## src/hdl/pio_ram.sv

```systemverilog
// ----------------------------------------------------------------------------
// pio_ram
// Generic single write port, single read port RAM with registered read.
// ----------------------------------------------------------------------------
module pio_ram #(
    parameter int WIDTH = 8,
    parameter int DEPTH = 16
) (
    input  logic                     aclk,
    input  logic                     wr_en,
    input  logic [$clog2(DEPTH)-1:0] wr_addr,
    input  logic [WIDTH-1:0]         wr_data,
    input  logic                     rd_en,
    input  logic [$clog2(DEPTH)-1:0] rd_addr,
    output logic [WIDTH-1:0]         rd_data
);

    logic [WIDTH-1:0] mem [DEPTH];
    logic [WIDTH-1:0] rd_data_reg;

    always_ff @(posedge aclk) begin
        if (wr_en) begin
            mem[wr_addr] <= wr_data;
        end
        if (rd_en) begin
            rd_data_reg <= mem[rd_addr];
        end
    end

    assign rd_data = rd_data_reg;

endmodule

```

## config.mk

```make
export PLATFORM = sky130hd
export DESIGN_NAME = pio_ram
export DESIGN_NICKNAME = d
export VERILOG_FILES = /design/src/hdl/pio_ram.sv
export SDC_FILE = /design/constraint.sdc
export NUM_CORES = 1
export LEC_CHECK = 0
export ABC_AREA = 1
export BUFFER_PORTS_ARGS = -buffer_cell sky130_fd_sc_hd__buf_2
export CAP_MARGIN = 20
export CORE_ASPECT_RATIO = 0.6
export CORE_UTILIZATION = 65
export CTS_CLUSTER_SIZE = 12
export DETAILED_ROUTE_END_ITERATION = 10
export HOLD_SLACK_MARGIN = 0.03
export PLACE_DENSITY_LB_ADDON = 0.12
export SLEW_MARGIN = 0
export SYNTH_ARGS = -nofsm -noshare
export SYNTH_HDL_FRONTEND = slang
export SYNTH_SLANG_ARGS = --single-unit
```

## constraint.sdc

```tcl
create_clock -name aclk -period 1.65 [get_ports aclk]
set_input_delay 0.165 -clock aclk [delete_from_list [all_inputs] [get_ports aclk]]
set_output_delay 0.165 -clock aclk [all_outputs]
set_load 0.005 [all_outputs]
```

# --- Word-level counts from Yosys, hierarchy flattened ---
# Memories as Yosys holds them, arrays and structs flattened. A register that Yosys moved wholly into a read port is not among the register bits.
# Cells that the tools add are included.
op_classes:
  n_mux: 2
ops:
  columns: ["cell", "n"]
  rows:
  - ["1-bit two-way mux", 2]
totals:
  register_bits: 0
  mem_bits_rw: 128
  input_bits: 19
  wordCells: 3
  n_memories: 1
mem_list:
  columns: ["name", "words", "word_bits", "rd", "rd_ports_with_merged_regs", "write_ports", "line_no", "text"]
  rows:
  - ["mem", 16, 8, 1, 1, 1, "18", "logic [WIDTH-1:0] mem [DEPTH];"]

# --- Depth between registers and ports, before layout ---
logic_depth:
  word_depth: 2
  depth_mapped: 8
  depth_no_buf: 7

# --- Least setup slack after synthesis ---
# No wires, ideal clock.
synth_timing:
  kind: "input to register"
  from: "input port wr_addr[2]"
  to: "memory mem[10][0], enable pin"
  arrival_ns: 0.746
  setup_slack_ns: 0.534
  stages: 2
  path_cell_list: "nand3b_1 nor2_1"
synth_rtl:
  columns: ["element", "line_no", "text"]
  rows:
  - ["from (decl)", "11", "input logic [$clog2(DEPTH)-1:0] wr_addr,"]
  - ["to (decl)", "18", null]
# Straight into the memory's write port.

# --- Worst setup path in the final report ---
layout_timing:
  from: "register rd_data_reg[6] (netlist: rd_data[6]), read port of mem"
  to: "output port rd_data[6]"
layout_rtl:
  columns: ["element", "line_no", "text"]
  rows:
  - ["from (decl)", "19", "logic [WIDTH-1:0] rd_data_reg;"]
  - ["to (decl)", "15", "output logic [WIDTH-1:0] rd_data"]
# No word-level cell between the ends.

==> results.txt <==
Final core utilization -> 77.9%
Clk root buf -> clkbuf_16
Most frequent cells in the layout -> 173 x nand2_1, 136 x edfxtp_1, 100 x inv_1
Fmax -> 0.870 GHz
Avg Cell Area, Syn -> 10.6 um^2
Die Span X -> 124 um
Minimum clock period -> 1.15 ns
Synth-to-Final Area Change -> 14.9%
Cell area after synthesis -> 5850 um^2
Worst Path Required -> 1.48 ns
I/O Buffers -> 26
MaxCap Viol Count -> 0
Synth Net Count -> 570
Largest register FFs -> 128
Global-route wire length before repair -> 19.6 mm
Post-CTS setup buffer count -> 0
CTS buffer count -> 17
CTS tree -> done
Buf+Inv Stages, Crit Path -> 1
Setup tns final -> 0 ns
Worst Skew -> 0.00690 ns
Total clock sinks -> 136
Power consumption -> 8.09 mW
Worst Path Arrival -> 0.98 ns
Worst path max stage delay -> 0.42 ns
Setup CP Type -> reg2out
Worst vdd ir -> 0.000920 V
Drt initial violations -> 513
CP delay by family, top -> flip-flops
Most common cell after layout, fill and taps aside -> nand2_1
RSZ-0062 raised after global routing -> no
CP max-delay cell -> edfxtp_1
Starting Density -> 67.8%
Htree depth -> 4
Post-cts resize count -> 0
Crit start category -> flop
Final setup margin -> 0.501 ns
# diodes -> 0
Final-report max-slew violation count -> 0
Yosys cell types -> 11
Vias in the first global route -> 3,835
Endpoints failing setup -> 0
Layout cells sized above 1 -> 13.0%
Pin count of the biggest net entering global routing -> 65
CTS max path bufs -> 2
Row Count -> 26
Crit path max fanout -> 1
Hold_buf cts -> 0
Crit path capture type -> output port
Wirelength per Cell -> 17.3 um
Drt first pass iters -> 5
Seq/Total Area, Yosys -> 69.8%
Final hold vios -> 0
Crit path cell chain -> buf_2
Mapped Cells -> 551
Status -> completed
Fin nets -> 612
Vias per inst -> 5.45
IO Pins -> 27
Post-DP HPWL -> 7.64 mm
Worst-path clk slew -> 0.06 ns
Crit share post-route -> 69.6%
# DRC -> 0
Clock Latency Late Sink -> 0.41 ns
Tot GR Track Use -> 28.8%
Post-synthesis register bit count -> 136
Vias -> 3,915
Routed WL -> 12.4 mm
Pre-CTS setup slack -> 0.284 ns
Total die area -> 9390 um^2
HP Class -> in2reg
Least-Margin Pin Slew -> 0.641 ns
Synth Warn # -> 0
GPL Wtd Cong -> 0.843
Core box area -> 8620 um^2
Routed Antenna Nets -> 0
P_leak -> 2.94 nW
Grt ovf -> 0
# fillers -> 524
Die Height -> 75.5 um
Power Density -> 1200 nW/um^2
Initial antenna violation count -> 0
Headroom to the max-slew limit -> 57.2%
## where the power goes
part	switching (mW)	total (mW)	internal, mW	leakage [nW]
Combinational	0.313	0.450	0.137	1.41
Sequential	0.0248	3.92	3.89	1.24
Clock	1.37	3.72	2.35	0.287
## worst paths after layout
| path | from | end | slack (ns) | depth (start not counted) |
|---|---|---|---|---|
| max | rd_data[6] | rd_data[6] | 0.50 | 1 |
| min | rd_en | rd_data[3] | 0.13 | 1 |
| max reg2reg | mem[13][5] | rd_data[5] | 0.51 | 6 |
| min reg2reg | mem[2][0] | rd_data[0] | 0.74 | 6 |
## cells in the mapped netlist (all sizes together)
master / number / area share [%]
buf: 24 / 2.8
edfxtp: 136 / 70
inv: 102 / 6.5
nand2: 173 / 11
nand3: 97 / 8.3
nand3b: 2 / 0.26
nor2: 17 / 1.1
## logic make-up after synthesis
family        synth area share [%]
simple gates                  20.8
buf+inv                       9.39
flops                         69.8
## metal layers
metal | share of wire, % | track usage [%] | up-vias
li1 | - | - | 1864
met1 | 45 | 41.5 | 1847
met2 | 45 | 44.8 | 179
met3 | 8.8 | 4.78 | 25
met4 | 1.7 | 13.0 | 0
met5 | 0 | 0 | -
## per-stage QoR
step                hold slack (ns)  cell area, um^2  instances
floorplan                     0.264             5850        551
global placement              0.540             6130        686
detailed placement            0.539             6130        686
CTS                           0.112             6720        718
global route                  0.116             6720        718
finish                        0.131             6720        718
## layout make-up
class,instances,area [um^2],area share (%)
multi-input cells,289,1210,18.1
inverters,102,383,5.70
flip-flops and latches,136,4080,60.8
repair buffers,47,313,4.66
clock buffers,17,425,6.33
well taps,112,140,2.09
clock inverters,15,160,2.38
No activity file was read; power rests on OpenSTA's default activity.
